==> src/rtl/pcmcv_pkg.sv <==
`default_nettype none
// ----------------------------------------------------------------------------
// pcmcv_pkg
// shared types, register indexes, format codes and sample constants for the
// pcm frame to stereo s16 converter
// ----------------------------------------------------------------------------
package pcmcv_pkg;

  // configuration port
  localparam int CFG_IDX_W  = 2;
  localparam int CFG_DATA_W = 17;

  localparam logic [CFG_IDX_W-1:0] REG_FORMAT      = 2'd0;
  localparam logic [CFG_IDX_W-1:0] REG_PORT_VOL    = 2'd1;
  localparam logic [CFG_IDX_W-1:0] REG_MASTER_GAIN = 2'd2;

  // register widths and reset values
  localparam int FMT_W   = 3;
  localparam int VOL_W   = 16;
  localparam int MGAIN_W = 17;

  localparam logic [FMT_W-1:0] FMT_S16_MONO    = 3'd0;
  localparam logic [FMT_W-1:0] FMT_S16_STEREO  = 3'd1;
  localparam logic [FMT_W-1:0] FMT_S16_8CH     = 3'd2;
  localparam logic [FMT_W-1:0] FMT_F32_MONO    = 3'd3;
  localparam logic [FMT_W-1:0] FMT_F32_STEREO  = 3'd4;
  localparam logic [FMT_W-1:0] FMT_F32_8CH     = 3'd5;
  localparam logic [FMT_W-1:0] FMT_S16_8CH_ALT = 3'd6;
  localparam logic [FMT_W-1:0] FMT_F32_8CH_ALT = 3'd7;

  localparam logic [FMT_W-1:0]   FMT_RST   = FMT_S16_STEREO;
  localparam logic [VOL_W-1:0]   VOL_RST   = 16'd32768;
  localparam logic [MGAIN_W-1:0] MGAIN_RST = 17'd32768;

  // sample words
  localparam int SAMPLE_W = 32;
  localparam int PCM_W    = 16;
  localparam int MAG_W    = 15;  // full scale is 2^15 - 1

  localparam int              S16_FRAC_BITS    = 15;
  localparam int              F32_SHIFT_BASE   = 150;  // bias 127 plus 23 mantissa bits
  localparam logic [7:0]      F32_EXP_SPECIAL  = 8'hFF;
  localparam logic [MAG_W-1:0] PCM_FULL_SCALE  = 15'h7FFF;

  // final shift is capped here, anything larger already yields zero
  localparam int SHIFT_W   = 6;
  localparam int SHIFT_MAX = 63;

  // pipeline advance strobes from the top level to the lanes
  typedef struct packed {
    logic ld_s1;   // product stage takes a new word
    logic ld_out;  // output stage takes the product stage
  } pcmcv_adv_t;

  function automatic logic fmt_is_mono(input logic [FMT_W-1:0] fmt);
    logic mono;
    unique case (fmt)
      FMT_S16_MONO, FMT_F32_MONO: mono = 1'b1;
      default:                    mono = 1'b0;
    endcase
    return mono;
  endfunction

  function automatic logic fmt_float32(input logic [FMT_W-1:0] fmt);
    logic flt;
    unique case (fmt)
      FMT_F32_MONO, FMT_F32_STEREO, FMT_F32_8CH, FMT_F32_8CH_ALT: flt = 1'b1;
      default:                                                    flt = 1'b0;
    endcase
    return flt;
  endfunction

endpackage
`default_nettype wire

==> src/rtl/pcm_frame_to_stereo_s16_gain_unit.sv <==
`default_nettype none
// ----------------------------------------------------------------------------
// pcm_frame_to_stereo_s16_gain_unit
// audio frame to stereo s16 converter with combined port and master gain
// ----------------------------------------------------------------------------
// usage
//   input channel: one word per frame, the raw bits of the first two sample
//   words plus the buffer end flag, taken when in_valid_i is high and
//   in_stall_o low. output channel: left and right s16 samples and the
//   copied buffer end flag, taken when out_valid_o is high and out_stall_i low
//   config: plain write port, index 0 format, 1 port volume, 2 master gain;
//   write only while no word is in flight. the combined gain is worked out
//   from the write data and registered at the write edge, so every word
//   taken after that edge uses the new setting
//   path: an accepted word passes the product register, then the output register
//   throughput: one word per cycle without stalls, two stage pipeline per side
//   stall: out_stall_i holds the output word; the product stage still drains
//   into an empty output and a new word is taken unless both stages are full
//   reset: pipeline empty, format stereo s16, volume and master gain at unity
// ----------------------------------------------------------------------------
module pcm_frame_to_stereo_s16_gain_unit
  import pcmcv_pkg::*;
#(
  parameter int GAIN_FRAC_BITS = 15
) (
  input  wire logic                  clk_i,
  input  wire logic                  rst_ni,
  // config write port
  input  wire logic                  cfg_we_i,
  input  wire logic [CFG_IDX_W-1:0]  cfg_idx_i,
  input  wire logic [CFG_DATA_W-1:0] cfg_wdata_i,
  // input word
  input  wire logic                  in_valid_i,
  output logic                       in_stall_o,
  input  wire logic [SAMPLE_W-1:0]   first_sample_i,
  input  wire logic [SAMPLE_W-1:0]   second_sample_i,
  input  wire logic                  buffer_end_i,
  // output word
  output logic                       out_valid_o,
  input  wire logic                  out_stall_i,
  output logic signed [PCM_W-1:0]    left_pcm_o,
  output logic signed [PCM_W-1:0]    right_pcm_o,
  output logic                       buffer_end_out_o
);

  localparam int GAIN_W = GAIN_FRAC_BITS + 2;

  logic [FMT_W-1:0]  format;
  logic [GAIN_W-1:0] gain;
  logic              mono, float_fmt;
  logic [SAMPLE_W-1:0] right_raw;

  // config registers and combined gain
  pcmcv_gain #(
    .GAIN_FRAC_BITS(GAIN_FRAC_BITS)
  ) u_gain (
    .clk_i      (clk_i),
    .rst_ni     (rst_ni),
    .cfg_we_i   (cfg_we_i),
    .cfg_idx_i  (cfg_idx_i),
    .cfg_wdata_i(cfg_wdata_i),
    .format_o   (format),
    .gain_o     (gain)
  );

  assign mono      = fmt_is_mono(format);
  assign float_fmt = fmt_float32(format);
  // mono copies sample 0 to both sides
  assign right_raw = mono ? first_sample_i : second_sample_i;

  // pipeline control
  logic       s1_vld_q, s1_vld_d;
  logic       out_vld_q, out_vld_d;
  logic       be_s1_q, be_out_q;
  logic       out_free, s1_free;
  pcmcv_adv_t adv;

  assign out_free   = !out_vld_q || !out_stall_i;
  assign s1_free    = !s1_vld_q || out_free;
  assign in_stall_o = !s1_free;

  assign adv.ld_s1  = s1_free && in_valid_i;
  assign adv.ld_out = out_free && s1_vld_q;

  always_comb begin
    s1_vld_d  = s1_free ? in_valid_i : s1_vld_q;
    out_vld_d = out_free ? s1_vld_q : out_vld_q;
  end

  always_ff @(posedge clk_i or negedge rst_ni) begin
    if (!rst_ni) begin
      s1_vld_q  <= 1'b0;
      out_vld_q <= 1'b0;
    end else begin
      s1_vld_q  <= s1_vld_d;
      out_vld_q <= out_vld_d;
    end
  end

  // buffer end flag rides along with the samples
  always_ff @(posedge clk_i) begin
    if (adv.ld_s1) begin
      be_s1_q <= buffer_end_i;
    end
    if (adv.ld_out) begin
      be_out_q <= be_s1_q;
    end
  end

  pcmcv_side #(
    .GAIN_FRAC_BITS(GAIN_FRAC_BITS)
  ) u_left (
    .clk_i      (clk_i),
    .adv_i      (adv),
    .raw_i      (first_sample_i),
    .float_fmt_i(float_fmt),
    .gain_i     (gain),
    .pcm_o      (left_pcm_o)
  );

  pcmcv_side #(
    .GAIN_FRAC_BITS(GAIN_FRAC_BITS)
  ) u_right (
    .clk_i      (clk_i),
    .adv_i      (adv),
    .raw_i      (right_raw),
    .float_fmt_i(float_fmt),
    .gain_i     (gain),
    .pcm_o      (right_pcm_o)
  );

  assign out_valid_o      = out_vld_q;
  assign buffer_end_out_o = be_out_q;

endmodule
`default_nettype wire

==> src/rtl/pcmcv_gain.sv <==
`default_nettype none
// ----------------------------------------------------------------------------
// pcmcv_gain
// configuration registers and the registered combined gain
// ----------------------------------------------------------------------------
module pcmcv_gain
  import pcmcv_pkg::*;
#(
  parameter int GAIN_FRAC_BITS = 15,
  localparam int GAIN_W = GAIN_FRAC_BITS + 2
) (
  input  wire logic                  clk_i,
  input  wire logic                  rst_ni,
  input  wire logic                  cfg_we_i,
  input  wire logic [CFG_IDX_W-1:0]  cfg_idx_i,
  input  wire logic [CFG_DATA_W-1:0] cfg_wdata_i,
  output logic      [FMT_W-1:0]      format_o,
  output logic      [GAIN_W-1:0]     gain_o
);

  localparam int PV_W  = GAIN_FRAC_BITS + 1;
  localparam int MG_W  = GAIN_FRAC_BITS + 2;
  localparam int CMP_W = (MG_W > MGAIN_W) ? MG_W : MGAIN_W;
  localparam int PR_W  = PV_W + MG_W;

  localparam logic [CMP_W-1:0] UNITY  = CMP_W'(1) << GAIN_FRAC_BITS;
  localparam logic [CMP_W-1:0] TWO_UN = UNITY << 1;

  // reset value of the combined gain, worked out at elaboration
  localparam longint unsigned UNITY_L = 64'd1 << GAIN_FRAC_BITS;
  localparam longint unsigned RST_PV  =
    (64'(VOL_RST) > UNITY_L) ? UNITY_L : 64'(VOL_RST);
  localparam longint unsigned RST_MG  =
    (64'(MGAIN_RST) > (UNITY_L << 1)) ? (UNITY_L << 1) : 64'(MGAIN_RST);
  localparam longint unsigned RST_G   = (RST_PV * RST_MG) >> GAIN_FRAC_BITS;

  logic [FMT_W-1:0]   format_q, format_d;
  logic [VOL_W-1:0]   vol_q, vol_d;
  logic [MGAIN_W-1:0] mgain_q, mgain_d;
  logic [GAIN_W-1:0]  gain_q, gain_d;

  logic [CMP_W-1:0] vol_ext, mg_ext, pv_c, mg_c;
  logic [PR_W-1:0]  prod;

  always_comb begin
    format_d = format_q;
    vol_d    = vol_q;
    mgain_d  = mgain_q;
    if (cfg_we_i) begin
      unique case (cfg_idx_i)
        REG_FORMAT:      format_d = cfg_wdata_i[FMT_W-1:0];
        REG_PORT_VOL:    vol_d    = cfg_wdata_i[VOL_W-1:0];
        REG_MASTER_GAIN: mgain_d  = cfg_wdata_i[MGAIN_W-1:0];
        default: ;
      endcase
    end
  end

  always_ff @(posedge clk_i or negedge rst_ni) begin
    if (!rst_ni) begin
      format_q <= FMT_RST;
      vol_q    <= VOL_RST;
      mgain_q  <= MGAIN_RST;
    end else begin
      format_q <= format_d;
      vol_q    <= vol_d;
      mgain_q  <= mgain_d;
    end
  end

  // clamp volume to unity and master gain to two, then one product
  // taken from the next register values so the gain changes with the write
  always_comb begin
    vol_ext = CMP_W'(vol_d);
    mg_ext  = CMP_W'(mgain_d);
    pv_c    = (vol_ext > UNITY) ? UNITY : vol_ext;
    mg_c    = (mg_ext > TWO_UN) ? TWO_UN : mg_ext;
    prod    = PR_W'(pv_c[PV_W-1:0]) * PR_W'(mg_c[MG_W-1:0]);
    gain_d  = prod[GAIN_FRAC_BITS +: GAIN_W];
  end

  always_ff @(posedge clk_i or negedge rst_ni) begin
    if (!rst_ni) begin
      gain_q <= GAIN_W'(RST_G);
    end else begin
      gain_q <= gain_d;
    end
  end

  assign format_o = format_q;
  assign gain_o   = gain_q;

endmodule
`default_nettype wire

==> src/rtl/pcmcv_side.sv <==
`default_nettype none
// ----------------------------------------------------------------------------
// pcmcv_side
// one output side: decode, gain product, saturate and scale to s16
// ----------------------------------------------------------------------------
module pcmcv_side
  import pcmcv_pkg::*;
#(
  parameter int GAIN_FRAC_BITS = 15,
  localparam int GAIN_W = GAIN_FRAC_BITS + 2
) (
  input  wire logic                clk_i,
  input  wire pcmcv_adv_t          adv_i,
  input  wire logic [SAMPLE_W-1:0] raw_i,
  input  wire logic                float_fmt_i,
  input  wire logic [GAIN_W-1:0]   gain_i,
  output logic signed [PCM_W-1:0]  pcm_o
);

  localparam int OP_W = 24;
  localparam int P_W  = OP_W + GAIN_W;
  localparam int SC_W = P_W + MAG_W;
  localparam int R_W  = 10;

  localparam logic signed [R_W-1:0] R_S16  = R_W'(S16_FRAC_BITS + GAIN_FRAC_BITS);
  localparam logic signed [R_W-1:0] R_F32  = R_W'(F32_SHIFT_BASE + GAIN_FRAC_BITS);
  localparam logic signed [R_W-1:0] R_CAP  = R_W'(SHIFT_MAX);

  // decode stage
  logic [15:0]            s16_v;
  logic [16:0]            s16_mag;
  logic [7:0]             exp_v, exp_eff;
  logic [22:0]            man_v;
  logic signed [R_W-1:0]  r_full;
  logic [OP_W-1:0]        op_s;
  logic                   neg_s, nan_s, sat_s;
  logic [SHIFT_W-1:0]     r_s;
  logic [P_W-1:0]         prod_s;

  always_comb begin
    s16_v   = raw_i[15:0];
    s16_mag = s16_v[15] ? (17'h10000 - {1'b0, s16_v}) : {1'b0, s16_v};
    exp_v   = raw_i[30:23];
    man_v   = raw_i[22:0];
    exp_eff = (exp_v == 8'd0) ? 8'd1 : exp_v;
    if (float_fmt_i) begin
      // hidden bit is set for infinity too, so its product is zero only at zero gain
      op_s   = {exp_v != 8'd0, man_v};
      neg_s  = raw_i[31];
      nan_s  = (exp_v == F32_EXP_SPECIAL) && (man_v != 23'd0);
      r_full = R_F32 - $signed({2'b00, exp_eff});
      sat_s  = (exp_v == F32_EXP_SPECIAL) || (r_full <= 0);
    end else begin
      op_s   = {7'd0, s16_mag};
      neg_s  = s16_v[15];
      nan_s  = 1'b0;
      r_full = R_S16;
      sat_s  = 1'b0;
    end
    r_s    = (r_full >= R_CAP) ? SHIFT_W'(SHIFT_MAX) : r_full[SHIFT_W-1:0];
    prod_s = P_W'(op_s) * P_W'(gain_i);
  end

  // product stage
  logic [P_W-1:0]     p_q;
  logic [SHIFT_W-1:0] r_q;
  logic               neg_q, nan_q, sat_q;

  always_ff @(posedge clk_i) begin
    if (adv_i.ld_s1) begin
      p_q   <= prod_s;
      r_q   <= r_s;
      neg_q <= neg_s;
      nan_q <= nan_s;
      sat_q <= sat_s;
    end
  end

  // scale stage: p * 32767 >> r, full scale once p >> r reaches one or sat_q, zero on nan
  logic [SC_W-1:0]        scaled;
  logic                   over;
  logic [MAG_W-1:0]       mag;
  logic [PCM_W-1:0]       pcm_d;
  logic signed [PCM_W-1:0] pcm_q;

  always_comb begin
    scaled = ({p_q, MAG_W'(0)} - SC_W'(p_q)) >> r_q;
    over   = (p_q >> r_q) != '0;
    if (nan_q || (p_q == '0)) begin
      mag = '0;
    end else if (sat_q || over) begin
      mag = PCM_FULL_SCALE;
    end else begin
      mag = scaled[MAG_W-1:0];
    end
    pcm_d = neg_q ? (PCM_W'(0) - {1'b0, mag}) : {1'b0, mag};
  end

  always_ff @(posedge clk_i) begin
    if (adv_i.ld_out) begin
      pcm_q <= pcm_d;
    end
  end

  assign pcm_o = pcm_q;

endmodule
`default_nettype wire

==> config.mk <==
export PLATFORM = sky130hd
export DESIGN_NAME = pcm_frame_to_stereo_s16_gain_unit
export DESIGN_NICKNAME = d
export VERILOG_FILES = /design/src/rtl/pcmcv_pkg.sv /design/src/rtl/pcm_frame_to_stereo_s16_gain_unit.sv /design/src/rtl/pcmcv_gain.sv /design/src/rtl/pcmcv_side.sv
export SDC_FILE = /design/constraint.sdc
export NUM_CORES = 2
export LEC_CHECK = 0
export BUFFER_PORTS_ARGS = -buffer_cell sky130_fd_sc_hd__buf_2
export CORE_ASPECT_RATIO = 1.5
export CORE_MARGIN = 8
export CORE_UTILIZATION = 55
export DETAILED_ROUTE_END_ITERATION = 8
export PLACE_DENSITY = 0.71
export SYNTH_ARGS = -nofsm -noshare
export SYNTH_HDL_FRONTEND = slang
export SYNTH_HIERARCHICAL = 1
export SYNTH_SLANG_ARGS = --single-unit
export TNS_END_PERCENT = 100
==> constraint.sdc <==
create_clock -name clk_i -period 12 [get_ports clk_i]
set_input_delay 1.2 -clock clk_i [delete_from_list [all_inputs] [get_ports clk_i]]
set_output_delay 1.2 -clock clk_i [all_outputs]
set_load 0.05 [all_outputs]
==> PnR_summary.wiki <==
{| class="wikitable"
! Metric !! Value
|-
| Outcome || finished, final reports clean
|-
| Floorplan die width || about 290 µm
|-
| Clock tree from TritonCTS || done
|-
| Count of maximum capacitance violations || 0
|-
| Detail Route Antenna Nets || 0
|-
| Number of setup violations in the final report || 0
|-
| Worst min path class || flop to flop
|-
| Crit Path Max Fanout || 20
|-
| Placer Congestion || 1.03
|-
| Effective utilization at floorplan || 0.554
|-
| Final Hold Violating Endpoints || 0
|-
| Per-cell routed wire length || 26.2 µm
|-
| Number of cells on the worst reg-to-reg path || 35
|-
| Sort of element at the end of the critical path || flop
|-
| Leading cell types by count after synthesis || inv_1 (1,199), nand2_1 (1,005), fa_1 (864)
|-
| Data required time of the worst path || about 12,000 ps
|-
| Final sum of negative setup slack || 0 ps
|-
| Via count || ~58,000
|-
| Max Clk Rate || around 0.096 GHz
|-
| Critical Path Most Common Cell || fa_1
|-
| Starting DRC count in detailed routing || slightly below 6,000
|-
| Final non-filler cell total || between 8,000 and 9,000
|-
| Port Buffers || 123
|-
| Post-synthesis sequential area ratio || 0.0887
|-
| Floorplan row count || 149
|-
| Reg2reg setup slack || between 1500 and 2000 ps
|-
| Post-CTS setup buffers || 0
|-
| Floorplan Core Area || 110,000 µm²
|-
| Critical Path End || u_right/p_q[37]$_DFFE_PP_
|-
| Vias/cell || between 6 and 7
|-
| Worst path slowest cell || nor2_4
|-
| Worst slew margin relative to its limit || 0.110
|-
| I/O pin count || around 120
|-
| Worst reg2reg path endpoint || u_right/p_q[37]$_DFFE_PP_
|-
| Total half-perimeter wirelength after legalization and detailed placement || about 180,000 µm
|-
| Crit path launch || u_gain/format_o[0]$_DFFE_PN1P_
|-
| Total wire length || approximately 230,000 µm
|-
| Ys flop type || edfxtp_1
|-
| Worst-case clock buffer depth || 2
|-
| Overall die height || 424 µm
|-
| Post-synthesis sequential element count || ~190
|-
| Largest cells by area after synthesis || fa_1 (28%), ha_1 (8.0%), inv_1 (7.4%)
|-
| Overall die area || ~120,000 µm²
|-
| Syn_nets || about 8,900
|-
| Number of CTS-inserted buffers || 17
|-
| Most area-hungry cell type in the Yosys netlist || fa_1
|-
| Post-synthesis to final-layout area growth || 4.01%
|-
| Count of unique library cells instantiated by Yosys || 130
|-
| Buffer type at the clock tree root || clkbuf_16
|-
| Largest stage delay on the critical path || roughly 670 ps
|-
| Number of cells upsized or downsized after cts || 0
|-
| Total gr overflow || 0
|-
| GRT Resource Usage Total || 0.371
|-
| Synth Instances || 7,518
|-
| Clock insertion delay at the later pin of the skew report || a little over 500 ps
|-
| Fraction of final layout cells with drive strength greater than 1 || 0.0683
|-
| RSZ-0062 raised after global routing || false
|-
| Dominant cell by count in the synthesized netlist || inv_1
|-
| Placed Cells || approximately 9,000
|-
| Post-Route Skew || between 20 and 25 ps
|-
| Share of Yosys cell area claimed by the top area cell type || 0.284
|-
| Category of the worst setup path launch point || flop
|-
| Final layout net count || between 8,000 and 9,000
|-
| Yosys warning total || 6
|-
| Hold buffer count at cts || 0
|-
| Period utilization || 0.871
|-
| Reg-to-reg startpoint || u_gain/format_o[0]$_DFFE_PN1P_
|-
| Number of enable flip-flop cells after synthesis || approximately 130
|-
| Final Util || 0.576
|-
| Post-route DRC || 0
|-
| Number of fillers in the final layout || 10,300
|-
| Worst Setup Path Type || flop to flop
|-
| Cells on Worst Hold Path || 0
|-
| Arrival time at the worst endpoint || 10,700 ps
|-
| Share of async-settable or async-resettable flops after synthesis || 0.291
|-
| Worst-Margin Slew || between 1000 and 1500 ps
|-
| Mapped cell area || between 60,000 and 70,000 µm²
|-
| Final max-slew violation count || 0
|-
| Number of antenna violations at the first check in global routing || 4
|-
| Global-route wire length before repair || approximately 350,000 µm
|-
| Number of levels in the clock H-tree || 4
|-
| Number of search-and-repair iterations in the first detailed-routing pass || 7
|-
| Sinks on the clock net || ~190
|-
| Clk slew on worst S/H paths || roughly 80 ps
|-
| Min cycle time layout || 10,450 ps
|-
| Post-Synthesis Mean Instance Area || just over 8 µm²
|-
| Vias in the first global route || about 58,000
|-
| Pin count of the biggest net entering global routing || approximately 150
|}
-- cell type report --
type	instances	area (µm²)	share of cell area
flip-flops and latches	189	5410	0.0853
clock inverters	12	128	0.00201
multi-input cells	5695	49300	0.778
diodes	2	5.00	0.0000790
clock buffers	20	450	0.00711
inverters	1206	4530	0.0715
repair buffers	270	1740	0.0275
well taps	1434	1790	0.0283
-- flip-flops by register name, summed over array words and instances (netlist names), 3 cells and up --
register and cells:
u_gain/mgain_q 17, u_gain/format_o 3, u_left/pcm_o 16, u_gain/gain_o 17, u_gain/vol_q 16, u_right/r_q 6
u_left/p_q 41, u_right/pcm_o 16, u_right/p_q 41, u_left/r_q 6
-- cell usage in the layout, fill, tap and decap left out, types with 77 or more instances in the layout --
| master | count |
|---|---|
| and3_1 | 127 |
| buf_4 | 145 |
| nand3_1 | 119 |
| and2_1 | 298 |
| a21oi_1 | 280 |
| fa_1 | 864 |
| mux2i_1 | 103 |
| nor3_1 | 145 |
| inv_1 | 1199 |
| a21o_1 | 84 |
| nor2_1 | 465 |
| o21ai_0 | 209 |
| buf_2 | 123 |
| nor4_1 | 82 |
| edfxtp_1 | 134 |
| ha_1 | 388 |
| xnor2_1 | 143 |
| nand2_1 | 1005 |
| a31oi_1 | 83 |
| a211oi_1 | 82 |
| nand4_1 | 77 |
-- per-stage QoR --
stage | hold slack [ps] | worst slack [ps] | cell area (µm²)
floorplan | 400 | 2370 | 60900
global placement | 418 | 1600 | 62800
detailed placement | 406 | 1570 | 62800
CTS | 425 | 1660 | 63300
global route | 435 | 856 | 63300
finish | 423 | 1550 | 63300
-- worst min-delay path by stage --
stage / start / endpoint / slack, ps
global route: be_s1_q$_DFFE_PP_ / buffer_end_out_o$_DFFE_PP_ / 430
CTS: be_s1_q$_DFFE_PP_ / buffer_end_out_o$_DFFE_PP_ / 420
finish: be_s1_q$_DFFE_PP_ / buffer_end_out_o$_DFFE_PP_ / 420
global placement: be_s1_q$_DFFE_PP_ / buffer_end_out_o$_DFFE_PP_ / 420
floorplan: be_s1_q$_DFFE_PP_ / buffer_end_out_o$_DFFE_PP_ / 400
detailed placement: be_s1_q$_DFFE_PP_ / buffer_end_out_o$_DFFE_PP_ / 410
-- worst max-delay path, delay by kind of cell, from the launching register on --
kind / cells / cell delay, ps
adders and majority gates: 8 / 3540
AOI/OAI and AO/OA: 13 / 3180
and+or+nand+nor: 4 / 1360
muxes: 1 / 600
buffers and inverters: 6 / 590
DFF: 1 / 550
xor gates and xnor gates: 3 / 340
-- metal layers --
layer,global-route usage,up-vias,wire [µm]
li1,-,25100,-
met1,0.442,28500,85200
met2,0.622,3294,110000
met3,0.0584,962,18500
met4,0.239,2,17300
met5,0,-,13
-- cells by family (layout without fill, tap and decap cells) --
group / Yosys count / count (layout) / share of synthesized area
compound gates: 1423 / 1423 / 0.166
xor+xnor: 206 / 206 / 0.0299
fa+ha+maj: 1253 / 1253 / 0.364
buf+inv: 1634 / 1508 / 0.103
flops: 189 / 189 / 0.0887
mux: 190 / 190 / 0.0384
other cells: 0 / 2 / 0
simple gates: 2623 / 2623 / 0.211
Power is left out: the tool's default activity adds up to more than one toggle a clock period on the data nets, which glitch-free logic cannot reach.
